`config.mk`:
```
export PLATFORM = sky130hd
export DESIGN_NAME = unique_value_list_table_unit
export DESIGN_NICKNAME = d
export VERILOG_FILES = /design/src/rtl/core/uvlt_pkg.sv /design/src/rtl/core/uvlt_dpath.sv /design/src/rtl/core/uvlt_ctrl.sv /design/src/rtl/core/unique_value_list_table_unit.sv
export SDC_FILE = /design/constraint.sdc
export NUM_CORES = 2
export LEC_CHECK = 0
export ABC_CLOCK_PERIOD_IN_PS = 5700
export BUFFER_PORTS_ARGS = -buffer_cell sky130_fd_sc_hd__buf_2
export CORE_ASPECT_RATIO = 1.75
export CORE_MARGIN = 2
export CORE_UTILIZATION = 57
export DETAILED_ROUTE_END_ITERATION = 7
export PLACE_DENSITY = 0.88
export SETUP_SLACK_MARGIN = 0.3
export SYNTH_ARGS = -nofsm -noshare
export SYNTH_HDL_FRONTEND = slang
export SYNTH_HIERARCHICAL = 1
export SYNTH_SLANG_ARGS = --single-unit
```
`constraint.sdc`:
```
create_clock -name aclk -period 5.7 [get_ports aclk]
set_input_delay 0.57 -clock aclk [delete_from_list [all_inputs] [get_ports aclk]]
set_output_delay 0.57 -clock aclk [all_outputs]
set_load 0.01 [all_outputs]
```
`src/rtl/core/uvlt_pkg.sv`:
```
// Shared types and constants for the unique value list table.
package uvlt_pkg;

    // Field widths of the stream payloads.
    localparam int CMD_W     = 2;
    localparam int VALUE_W   = 32;
    localparam int INDEX_W   = 6;
    localparam int STATUS_W  = 3;
    localparam int FOUND_W   = 6;
    localparam int COUNT_W   = 7;
    localparam int CAP_W     = 7;
    localparam int S_TDATA_W = 40;
    localparam int M_TDATA_W = 16;

    // Command codes.
    localparam logic [CMD_W-1:0] CMD_INSERT = 2'd0;
    localparam logic [CMD_W-1:0] CMD_LOOKUP = 2'd1;
    localparam logic [CMD_W-1:0] CMD_REMOVE = 2'd2;

    // Result status codes.
    localparam logic [STATUS_W-1:0] ST_OK       = 3'd0;
    localparam logic [STATUS_W-1:0] ST_FULL     = 3'd1;
    localparam logic [STATUS_W-1:0] ST_ZERO     = 3'd2;
    localparam logic [STATUS_W-1:0] ST_DUP      = 3'd3;
    localparam logic [STATUS_W-1:0] ST_NOTFOUND = 3'd4;
    localparam logic [STATUS_W-1:0] ST_BADIDX   = 3'd5;

    // Capacity register value after reset.
    localparam logic [CAP_W-1:0] CAP_RESET = 7'd64;

    // Commands from the controller to the datapath.
    typedef struct packed {
        logic load;    // capture the accepted transaction
        logic step;    // advance the walk over the list by one entry
        logic settle;  // commit the outcome and latch the result
        logic emit;    // move the latched result into the output register
    } uvlt_cmd_t;

    // Status from the datapath to the controller.
    typedef struct packed {
        logic instant;    // the outcome is known without a walk
        logic use_shift;  // the walk is a compacting shift, not a search
        logic walk_done;  // the current walk has finished
    } uvlt_stat_t;

endpackage

```
`src/rtl/core/uvlt_dpath.sv`:
```
// Datapath of the unique value list table: entry memory, count, walk and result registers.
module uvlt_dpath #(
    parameter int DEPTH = 64
) (
    input  logic                            aclk,
    input  logic                            aresetn,
    input  uvlt_pkg::uvlt_cmd_t             cmd_i,
    output uvlt_pkg::uvlt_stat_t            stat_o,
    // s_tuser fields from bit 0 up: cmd[1:0]
    input  logic [uvlt_pkg::CMD_W-1:0]      s_tuser,
    // s_tdata fields from bit 0 up: value[31:0], index[37:32], zero fill [39:38]
    input  logic [uvlt_pkg::S_TDATA_W-1:0]  s_tdata,
    input  logic                            cfg_we,
    input  logic [uvlt_pkg::CAP_W-1:0]      cfg_wdata,
    // m_tdata fields from bit 0 up: status[2:0], found_index[8:3], entry_count[15:9]
    output logic [uvlt_pkg::M_TDATA_W-1:0]  m_tdata
);

    localparam int AW = (DEPTH > 1) ? $clog2(DEPTH) : 1;
    localparam int CW = $clog2(DEPTH + 1);
    localparam int WW = (CW > uvlt_pkg::CAP_W) ? CW : uvlt_pkg::CAP_W;

    // Entry storage; contents are undefined until written.
    logic [uvlt_pkg::VALUE_W-1:0]  entry_mem [DEPTH];

    logic [uvlt_pkg::CMD_W-1:0]    op_reg;
    logic [uvlt_pkg::VALUE_W-1:0]  key_reg;
    logic [uvlt_pkg::INDEX_W-1:0]  idx_reg;
    logic [CW-1:0]                 ptr_reg;
    logic [CW-1:0]                 tag_reg;
    logic                          pend_reg;
    logic [uvlt_pkg::VALUE_W-1:0]  rd_data_reg;
    logic [CW-1:0]                 count_reg;
    logic [CW-1:0]                 count_next;
    logic [uvlt_pkg::CAP_W-1:0]    cap_reg;
    logic [uvlt_pkg::STATUS_W-1:0] res_status_reg;
    logic [uvlt_pkg::STATUS_W-1:0] res_status_next;
    logic [uvlt_pkg::FOUND_W-1:0]  res_found_reg;
    logic [uvlt_pkg::FOUND_W-1:0]  res_found_next;
    logic [uvlt_pkg::M_TDATA_W-1:0] m_tdata_reg;

    logic [uvlt_pkg::INDEX_W-1:0]  s_index;
    logic [WW-1:0]                 cap_w;
    logic [WW-1:0]                 eff_cap;
    logic [WW-1:0]                 count_w;
    logic                          is_full;
    logic                          is_zero;
    logic                          bad_idx;
    logic                          more;
    logic                          hit;
    logic                          ins_wr;
    logic                          shift_wr;
    logic                          ins_wr_en;
    logic                          wr_en;
    logic [AW-1:0]                 wr_addr;
    logic [uvlt_pkg::VALUE_W-1:0]  wr_data;

    assign s_index = s_tdata[uvlt_pkg::VALUE_W +: uvlt_pkg::INDEX_W];

    // Capacity clamped to the storage depth, and the checks made before a walk.
    assign cap_w   = WW'(cap_reg);
    assign eff_cap = (cap_w > WW'(DEPTH)) ? WW'(DEPTH) : cap_w;
    assign count_w = WW'(count_reg);
    assign is_full = (count_w >= eff_cap);
    assign is_zero = (key_reg == '0);
    assign bad_idx = (WW'(idx_reg) >= count_w);

    // Walk progress: a read is in flight while pend_reg is set.
    assign more = (ptr_reg < count_reg);
    assign hit  = pend_reg && (rd_data_reg == key_reg);

    // Status toward the controller.
    always_comb begin
        stat_o.use_shift = (op_reg == uvlt_pkg::CMD_REMOVE);
        if (op_reg == uvlt_pkg::CMD_REMOVE) begin
            stat_o.walk_done = !pend_reg && !more;
        end else begin
            stat_o.walk_done = hit || (!pend_reg && !more);
        end
        case (op_reg)
            uvlt_pkg::CMD_INSERT: stat_o.instant = is_full || is_zero;
            uvlt_pkg::CMD_LOOKUP: stat_o.instant = 1'b0;
            uvlt_pkg::CMD_REMOVE: stat_o.instant = bad_idx;
            default:              stat_o.instant = 1'b1;
        endcase
    end

    // Outcome of the command once its walk is over.
    always_comb begin
        res_status_next = uvlt_pkg::ST_OK;
        res_found_next  = '0;
        count_next      = count_reg;
        ins_wr          = 1'b0;
        case (op_reg)
            uvlt_pkg::CMD_INSERT: begin
                if (is_full) begin
                    res_status_next = uvlt_pkg::ST_FULL;
                end else if (is_zero) begin
                    res_status_next = uvlt_pkg::ST_ZERO;
                end else if (hit) begin
                    res_status_next = uvlt_pkg::ST_DUP;
                end else begin
                    ins_wr     = 1'b1;
                    count_next = count_reg + CW'(1);
                end
            end
            uvlt_pkg::CMD_LOOKUP: begin
                if (hit) begin
                    res_found_next = uvlt_pkg::FOUND_W'(tag_reg);
                end else begin
                    res_status_next = uvlt_pkg::ST_NOTFOUND;
                end
            end
            uvlt_pkg::CMD_REMOVE: begin
                if (bad_idx) begin
                    res_status_next = uvlt_pkg::ST_BADIDX;
                end else begin
                    count_next = count_reg - CW'(1);
                end
            end
            default: begin
            end
        endcase
    end

    // One write port: shifted entries during a remove, the new key at an insert.
    assign shift_wr  = cmd_i.step && pend_reg && (op_reg == uvlt_pkg::CMD_REMOVE);
    assign ins_wr_en = cmd_i.settle && ins_wr;
    assign wr_en     = shift_wr || ins_wr_en;
    assign wr_addr   = shift_wr ? AW'(tag_reg - CW'(1)) : AW'(count_reg);
    assign wr_data   = shift_wr ? rd_data_reg : key_reg;

    // Entry memory with a registered read port.
    always_ff @(posedge aclk) begin
        if (wr_en) begin
            entry_mem[wr_addr] <= wr_data;
        end
        if (cmd_i.step && more) begin
            rd_data_reg <= entry_mem[ptr_reg[AW-1:0]];
        end
    end

    // Control state: count, capacity and the in-flight read flag.
    always_ff @(posedge aclk) begin
        if (!aresetn) begin
            count_reg <= '0;
            cap_reg   <= uvlt_pkg::CAP_RESET;
            pend_reg  <= 1'b0;
        end else begin
            if (cfg_we) begin
                cap_reg <= cfg_wdata;
            end
            if (cmd_i.settle) begin
                count_reg <= count_next;
            end
            if (cmd_i.load) begin
                pend_reg <= 1'b0;
            end else if (cmd_i.step) begin
                pend_reg <= more;
            end
        end
    end

    // Transaction capture, walk pointers and result registers.
    always_ff @(posedge aclk) begin
        if (cmd_i.load) begin
            op_reg  <= s_tuser;
            key_reg <= s_tdata[uvlt_pkg::VALUE_W-1:0];
            idx_reg <= s_index;
            if (s_tuser == uvlt_pkg::CMD_REMOVE) begin
                ptr_reg <= CW'(7'(s_index) + 7'd1);
            end else begin
                ptr_reg <= '0;
            end
        end else if (cmd_i.step && more) begin
            ptr_reg <= ptr_reg + CW'(1);
            tag_reg <= ptr_reg;
        end
        if (cmd_i.settle) begin
            res_status_reg <= res_status_next;
            res_found_reg  <= res_found_next;
        end
        if (cmd_i.emit) begin
            m_tdata_reg <= {uvlt_pkg::COUNT_W'(count_reg), res_found_reg, res_status_reg};
        end
    end

    assign m_tdata = m_tdata_reg;

`ifndef NO_ASSERTIONS
    a_count_bound: assert property (@(posedge aclk) disable iff (!aresetn)
        count_reg <= CW'(DEPTH))
        else $error("entry count exceeds the storage depth");

    a_one_writer: assert property (@(posedge aclk) disable iff (!aresetn)
        !(shift_wr && ins_wr_en))
        else $error("shift write and insert write in the same cycle");

    a_insert_grows: assert property (@(posedge aclk) disable iff (!aresetn)
        (cmd_i.settle && (op_reg == uvlt_pkg::CMD_INSERT) && (res_status_next == uvlt_pkg::ST_OK))
        |=> (count_reg == $past(count_reg) + CW'(1)))
        else $error("successful insert did not grow the count by one");
`endif

endmodule

```
`src/rtl/core/uvlt_ctrl.sv`:
```
// Controller state machine of the unique value list table.
module uvlt_ctrl (
    input  logic                 aclk,
    input  logic                 aresetn,
    input  logic                 s_tvalid,
    output logic                 s_tready,
    output logic                 m_tvalid,
    input  logic                 m_tready,
    input  uvlt_pkg::uvlt_stat_t stat_i,
    output uvlt_pkg::uvlt_cmd_t  cmd_o
);

    localparam logic [2:0] S_IDLE   = 3'd0;
    localparam logic [2:0] S_DECIDE = 3'd1;
    localparam logic [2:0] S_SEARCH = 3'd2;
    localparam logic [2:0] S_SHIFT  = 3'd3;
    localparam logic [2:0] S_DONE   = 3'd4;

    logic [2:0] state_reg;
    logic [2:0] state_next;
    logic       m_tvalid_reg;

    // Next state and datapath commands.
    always_comb begin
        state_next   = state_reg;
        cmd_o.load   = 1'b0;
        cmd_o.step   = 1'b0;
        cmd_o.settle = 1'b0;
        cmd_o.emit   = 1'b0;
        s_tready     = 1'b0;
        case (state_reg)
            S_IDLE: begin
                s_tready = 1'b1;
                if (s_tvalid) begin
                    cmd_o.load = 1'b1;
                    state_next = S_DECIDE;
                end
            end
            S_DECIDE: begin
                if (stat_i.instant) begin
                    cmd_o.settle = 1'b1;
                    state_next   = S_DONE;
                end else if (stat_i.use_shift) begin
                    state_next = S_SHIFT;
                end else begin
                    state_next = S_SEARCH;
                end
            end
            S_SEARCH, S_SHIFT: begin
                if (stat_i.walk_done) begin
                    cmd_o.settle = 1'b1;
                    state_next   = S_DONE;
                end else begin
                    cmd_o.step = 1'b1;
                end
            end
            S_DONE: begin
                if (!m_tvalid_reg || m_tready) begin
                    cmd_o.emit = 1'b1;
                    state_next = S_IDLE;
                end
            end
            default: begin
                state_next = S_IDLE;
            end
        endcase
    end

    // State register and output valid flag.
    always_ff @(posedge aclk) begin
        if (!aresetn) begin
            state_reg    <= S_IDLE;
            m_tvalid_reg <= 1'b0;
        end else begin
            state_reg <= state_next;
            if (cmd_o.emit) begin
                m_tvalid_reg <= 1'b1;
            end else if (m_tready) begin
                m_tvalid_reg <= 1'b0;
            end
        end
    end

    assign m_tvalid = m_tvalid_reg;

`ifndef NO_ASSERTIONS
    a_one_at_a_time: assert property (@(posedge aclk) disable iff (!aresetn)
        (s_tvalid && s_tready) |=> !s_tready)
        else $error("new transaction accepted while one is in progress");

    a_valid_after_done: assert property (@(posedge aclk) disable iff (!aresetn)
        $rose(m_tvalid) |-> $past(state_reg == S_DONE))
        else $error("result raised without a finished command");
`endif

endmodule

```
`src/rtl/core/unique_value_list_table_unit.sv`:
```
// Top level of the unique value list table: a list of distinct values with search and removal.
// A command needs no walk when an insert finds the table full or its value zero, a remove has a bad
// index, or the command code is unused; otherwise a lookup or insert searches from entry 0 up to the
// first match or the end, and a remove shifts the entries above the index down by one (count-index-1).
// Commands are handled one at a time: a new one is accepted again the cycle after the last result is
// loaded; a waiting result holds back the next result, and with it the acceptance after that.
// Reset (aresetn low, synchronous) empties the list and sets the capacity to 64; no clearing pass.
module unique_value_list_table_unit #(
    parameter int DEPTH = 64
) (
    input  logic                            aclk,
    input  logic                            aresetn,
    input  logic                            s_tvalid,
    output logic                            s_tready,
    // s_tuser fields from bit 0 up: cmd[1:0]
    input  logic [uvlt_pkg::CMD_W-1:0]      s_tuser,
    // s_tdata fields from bit 0 up: value[31:0], index[37:32], zero fill [39:38]
    input  logic [uvlt_pkg::S_TDATA_W-1:0]  s_tdata,
    output logic                            m_tvalid,
    input  logic                            m_tready,
    // m_tdata fields from bit 0 up: status[2:0], found_index[8:3], entry_count[15:9]
    output logic [uvlt_pkg::M_TDATA_W-1:0]  m_tdata,
    input  logic                            cfg_we,
    input  logic [uvlt_pkg::CAP_W-1:0]      cfg_wdata
);

    uvlt_pkg::uvlt_cmd_t  cmd;
    uvlt_pkg::uvlt_stat_t stat;

    // Sequencing of each command.
    uvlt_ctrl u_ctrl (
        .aclk     (aclk),
        .aresetn  (aresetn),
        .s_tvalid (s_tvalid),
        .s_tready (s_tready),
        .m_tvalid (m_tvalid),
        .m_tready (m_tready),
        .stat_i   (stat),
        .cmd_o    (cmd)
    );

    // Storage, comparison and result formatting.
    uvlt_dpath #(
        .DEPTH (DEPTH)
    ) u_dpath (
        .aclk      (aclk),
        .aresetn   (aresetn),
        .cmd_i     (cmd),
        .stat_o    (stat),
        .s_tuser   (s_tuser),
        .s_tdata   (s_tdata),
        .cfg_we    (cfg_we),
        .cfg_wdata (cfg_wdata),
        .m_tdata   (m_tdata)
    );

endmodule

```
==> reports/results.tsv, run 1 <==
stage	metric	value	unit
status	status	aborted with a tool error	
status	last stage reached	global routing	
status	tool error	[ERROR GRT-0232] Routing congestion too high. Check the congestion heatmap in the GUI.	
logic_synthesis	Post-synth EDFFs	2158	
logic_synthesis	most numerous cell in the Yosys netlist	edfxtp_1	
clock_tree	CTS sink cnt	2177	
floorplanning	die width	294	um
clock_tree	root buf cell	clkbuf_16	
logic_synthesis	Synth top area share	0.772	
logic_synthesis	ys flop type	edfxtp_1	
placed_design	dpl ws	-411	ps
logic_synthesis	Post-Synthesis Cell Area	0.0840	sq mm
floorplanning	Initial Util	0.573	
clock_tree	Clock Path Buffers	3	
logic_synthesis	Mapped Nets	3572	
logic_synthesis	sequential share of the synthesized area	0.776	
logic_synthesis	Mapped Cells	3490	
logic_synthesis	library cells used by synthesis	46	
logic_synthesis	synth warn	6	
floorplanning	FP Rows	186	
logic_synthesis	register bit total from synthesis	2177	
grt	total global routing overflow	26	
grt	initial antenna violation count	116	
logic_synthesis	area leader, netlist	edfxtp_1	
clock_tree	htree depth	4	
grt	largest net degree at the start of global routing	130	
placed_design	Placer Congestion	0.897	
logic_synthesis	Post-synth top cells	2158 x edfxtp_1, 652 x mux4_2, 75 x clkbuf_1	
floorplanning	Die Y	512	um
timing	Worst EP Category	sequential cell input	
logic_synthesis	Async SR Flop Fraction	0	
logic_synthesis	mean area per synthesized cell	24.1	sq um
placed_design	port buffer count	69	
grt	GRT Util Overall	0.551	
floorplanning	I/O pin count	72	
clock_tree	TritonCTS Buffers	167	
logic_synthesis	largest cells by area after synthesis	edfxtp_1 77%, mux4_2 17%, dfxtp_1 0.45%, mux2_2 0.43%, xnor2_1 0.41%	
timing	GRT repair_timing worst endpoint	u_dpath/entry_mem[9][11]$_DFFE_PP_/DE	
placed_design	detailed placement HPWL	134000	um
[logic make-up after synthesis]
logic type | share of synthesized area
simple gates | 0.0137
mux | 0.183
flops | 0.776
xor+xnor | 0.00522
fa+ha+maj | 0.00426
buf+inv | 0.0101
compound gates | 0.00788
[stage by stage]
stage	setup TNS, ps	area, sq um	utilization	hold slack, ps	instances
detailed placement	-87660	87500	0.597	410	5386
floorplan	-191410	84000	-	400	3490
global placement	0	87500	0.597	401	5386
CTS	0	93400	0.637	2.44	5726
[per-layer routing]
layer / track usage / overflow
met5: 0.326 / 0
met4: 0.510 / 7
met3: 0.441 / 12
met2: 0.698 / 3
met1: 0.528 / 4
[repair_timing]
item                       4_1_cts
hold buffers                    37
pin swaps                        2
setup buffers                    1
resized for setup               46
gates cloned                     1
hold endpoints to repair        37
setup endpoints to repair     4015
==> inputs of run 2 (changes only) <==
--- a/config.mk
+++ b/config.mk
@@ -5,14 +5,12 @@
 export SDC_FILE = /design/constraint.sdc
 export NUM_CORES = 2
 export LEC_CHECK = 0
-export ABC_CLOCK_PERIOD_IN_PS = 5700
+export ABC_CLOCK_PERIOD_IN_PS = 7400
 export BUFFER_PORTS_ARGS = -buffer_cell sky130_fd_sc_hd__buf_2
-export CORE_ASPECT_RATIO = 1.75
 export CORE_MARGIN = 2
-export CORE_UTILIZATION = 57
+export CORE_UTILIZATION = 40
 export DETAILED_ROUTE_END_ITERATION = 7
-export PLACE_DENSITY = 0.88
-export SETUP_SLACK_MARGIN = 0.3
+export PLACE_DENSITY_LB_ADDON = 0.15
 export SYNTH_ARGS = -nofsm -noshare
 export SYNTH_HDL_FRONTEND = slang
 export SYNTH_HIERARCHICAL = 1
==> constraint.sdc (replaced) <==
create_clock -name aclk -period 7.4 [get_ports aclk]
set_input_delay 0.74 -clock aclk [delete_from_list [all_inputs] [get_ports aclk]]
set_output_delay 0.74 -clock aclk [all_outputs]
set_load 0.01 [all_outputs]
==> reports/results.tsv, run 2 <==
stage	metric	value	unit	change
status	status	completed		was aborted with a tool error
logic_synthesis	sequential share of the synthesized area	0.776		unchanged
power_and_ir_drop	Peak VDD IR	260	uV	
timing	skew final	43.7	ps	
placed_design	port buffer count	69		unchanged
clock_tree	Clock Path Buffers	3		unchanged
worst_setup_path	slowest stage delay, CP	810	ps	
logic_synthesis	Mapped Nets	3572		unchanged
floorplanning	Initial Util	0.401		was 0.573
timing	unrepaired setup endpoints after global routing	false		
clock_tree	clk slew on worst S/H paths	60	ps	
clock_tree	CTS sink cnt	2177		unchanged
placed_design	Placer Congestion	0.801		was 0.897
worst_setup_path	CP Data Required Time	7920	ps	
floorplanning	core box area	0.209	sq mm	
cells_and_area	Layout area overhead	14.3	%	
timing	Final WS setup	1410	ps	
grt	GRT Util Overall	0.204		
clock_tree	CTS tree	done		
worst_setup_path	Worst R2R Path Depth	13		
min_path	Hold Path End	u_dpath/key_reg[31]$_DFFE_PP_		
floorplanning	FP Rows	168		was 186
worst_setup_path	kind of cell adding the most delay to the critical path	simple AND/OR/NAND/NOR gates		
detailed_routing	via count	38400		
grt	gr busiest metal	met1		
detailed_routing	WL/cell	31.8	um	
logic_synthesis	Synth Area in XOR/XNOR	0.00522		unchanged
clock_tree	TritonCTS Buffers	221		was 167
logic_synthesis	Post-synth EDFFs	2158		unchanged
worst_setup_path	crit path DAT	6510	ps	
logic_synthesis	multiplexer share of the synthesized area	0.183		unchanged
timing	Rel. slew slack	0.102		
worst_setup_path	flop2flop setup slack	1410	ps	
clock_tree	root buf cell	clkbuf_16		unchanged
logic_synthesis	Post-Synth Adder-Cell Area	0.00426		unchanged
cells_and_area	max FFs per register	2048		
timing	number of setup violations in the final report	0		
logic_synthesis	area leader, netlist	edfxtp_1		unchanged
detailed_routing	Iteration-0 DRC Markers	4374		
logic_synthesis	library cells used by synthesis	46		unchanged
timing	hold_ws	67.5	ps	
cells_and_area	fin cells	6768		
timing	Achievable Freq	0.167	GHz	
min_path	Hold Crit Depth	1		
worst_setup_path	crit end category	flip-flop		
placed_design	Placed Area	0.0889	sq mm	was 0.0875 sq mm
floorplanning	Die Y	462	um	was 512 um
run	Max Cap Viol	0		
grt	met1 Usage GRT	0.311		
logic_synthesis	ys flop type	edfxtp_1		unchanged
floorplanning	die area	0.214	sq mm	
grt	initial antenna violation count	17		
logic_synthesis	Post-synth top cells	2158 x edfxtp_1, 652 x mux4_2, 75 x clkbuf_1		unchanged
timing	Slew @ Worst Pin	1350	ps	
grt	met3 Track Usage GR	0.0303		
min_path	hold path startpoint	s_tdata[31]		
min_path	worst min path class	input port to flip-flop		
placed_design	placed insts	6353		was 5386
grt	first-pass GRT wire length	304000	um	
cells_and_area	layout cells sized above 1	0.323		
logic_synthesis	Synth top area share	0.772		unchanged
cells_and_area	commonest non-fill, non-tap cells in the layout	2158 x edfxtp_1, 652 x mux4_2, 224 x clkbuf_16, 142 x buf_4, 69 x buf_2		
cells_and_area	Layout fillers	17300		
clock_tree	latest clock arrival within the worst-skew pair	860	ps	
logic_synthesis	Compound-Gate Fraction of Synth Area	0.00788		unchanged
grt	M2 GR Usage	0.310		
logic_synthesis	simple-gate share of the synthesized area	0.0137		unchanged
power_and_ir_drop	Leakage	29.4	nW	
worst_setup_path	Crit Path Category	flip-flop to flip-flop		
floorplanning	die width	462	um	was 294 um
cells_and_area	fin area	0.0959	sq mm	
timing	Setup TNS	0	ps	
logic_synthesis	register bit total from synthesis	2177		unchanged
logic_synthesis	Post-Synthesis Cell Area	0.0840	sq mm	unchanged
placed_design	dpl ws	1620	ps	was -411 ps
clock_tree	Post-CTS Setup Bufs	0		was 1
detailed_routing	Pre-Repair DR Iteration Count	7		
timing	Slew Viols, Final	0		
detailed_routing	drt drc	0		
floorplanning	I/O pin count	72		unchanged
grt	largest net degree at the start of global routing	118		
worst_setup_path	worst path cell trace	inv_1, ha_1, a21o_1, a21oi_1, o21ai_0, a31oi_1, o22ai_1, nor3b_1, nand3_2, o31ai_1, nand2_1, nor2_4, buf_12		
cells_and_area	Nets	3858		
clock_tree	cts hold-fix bufs	5		was 37
grt	total global routing overflow	0		
logic_synthesis	mean area per synthesized cell	24.1	sq um	unchanged
detailed_routing	Antenna Nets Post-Route	0		
worst_setup_path	Buf/Inv on CP	2		
logic_synthesis	Mapped Cells	3490		unchanged
cells_and_area	most common cell after layout, fill and taps aside	edfxtp_1		
logic_synthesis	largest family of logic cells by synthesized area	multiplexers		unchanged
worst_setup_path	CP startpoint kind	flip-flop		
clock_tree	cells resized by post-CTS repair	0		was 46
logic_synthesis	most numerous cell in the Yosys netlist	edfxtp_1		unchanged
worst_setup_path	CP max-delay cell	nor2_4		
worst_setup_path	reg-to-reg endpoint	u_dpath/entry_mem[42][30]$_DFFE_PP_		
placed_design	detailed placement HPWL	124000	um	was 134000 um
clock_tree	htree depth	4		unchanged
detailed_routing	WL final	215000	um	
detailed_routing	Vias/cell	5.67		
worst_setup_path	CP Max Fanout	28		
logic_synthesis	largest cells by area after synthesis	edfxtp_1 77%, mux4_2 17%, dfxtp_1 0.45%, mux2_2 0.43%, xnor2_1 0.41%		unchanged
timing	final hold violation count	0		
worst_setup_path	RR Startpoint	u_dpath/count_reg[1]$_SDFFE_PN0P_		
timing	final worst path period share	0.810		
logic_synthesis	synth warn	6		unchanged
grt	vias in the first global route	38900		
power_and_ir_drop	Pwr per Cell Area	300	mW/mm^2	
timing	Final min period	5990	ps	
logic_synthesis	Async SR Flop Fraction	0		unchanged
run 2: per-layer routing:
| layer | part of all wire | routed length, um |
|---|---|---|
| met5 | 0 | 0 |
| met1 | 0.46 | 98800 |
| met3 | 0.061 | 13100 |
| met2 | 0.46 | 99100 |
| met4 | 0.020 | 4370 |
run 2: kinds of logic after synthesis:
group	count (synthesis)
and+or+nand+nor	226
DFF	2177
muxes	712
adders and majority gates	28
xor gates and xnor gates	50
AOI/OAI and AO/OA	106
buffers and inverters	191
run 2: metrics by stage:
step | utilization | total power, mW
floorplan | - | 16.7
CTS | 0.459 | 29.1
finish | 0.459 | 28.7
detailed placement | 0.425 | 18.2
global placement | 0.425 | 18.2
global route | 0.459 | 29.7
run 2: worst max path at each step:
stage	start	to	slack, ps	cells past startpoint
floorplan	u_dpath/ptr_reg[0]$_DFFE_PP_	u_dpath/entry_mem[15][0]$_DFFE_PP_	1500	16
global placement	u_dpath/count_reg[1]$_SDFFE_PN0P_	u_dpath/entry_mem[43][31]$_DFFE_PP_	1620	13
detailed placement	u_dpath/count_reg[1]$_SDFFE_PN0P_	u_dpath/entry_mem[42][2]$_DFFE_PP_	1620	13
CTS	u_dpath/count_reg[1]$_SDFFE_PN0P_	u_dpath/entry_mem[42][2]$_DFFE_PP_	1580	13
global route	u_dpath/count_reg[1]$_SDFFE_PN0P_	u_dpath/entry_mem[42][7]$_DFFE_PP_	1170	13
finish	u_dpath/count_reg[1]$_SDFFE_PN0P_	u_dpath/entry_mem[42][30]$_DFFE_PP_	1410	13
run 2: worst register-to-register path, stage by stage (launching register included):
cell     delay (ps)
dfxtp_1         500
inv_1           220
ha_1            310
a21o_1          160
a21oi_1         160
o21ai_0         140
a31oi_1         320
o22ai_1         210
nor3b_1         450
nand3_2         590
o31ai_1         730
nand2_1         720
nor2_4          830
buf_12          320
run 2: layout make-up:
cell class	count	area, sq um	share of cell area
Multi-Input combinational cell	1122	18300	0.191
Antenna cell	3	7.51	0.0000783
Timing Repair Buffer	235	1840	0.0192
Inverter	19	71.3	0.000743
Clock inverter	119	1110	0.0116
Clock buffer	288	5880	0.0612
Tap cell	2805	3510	0.0366
Sequential cell	2177	65200	0.679
run 2: report_power, final:
part,internal [mW],switching (mW),leakage (nW)
clock,6.17,4.65,3.39
sequential,13.9,0.0707,19.6
combinational,1.66,2.33,6.41
total,21.7,7.06,29.4
Power figures use the tool's default switching activity.
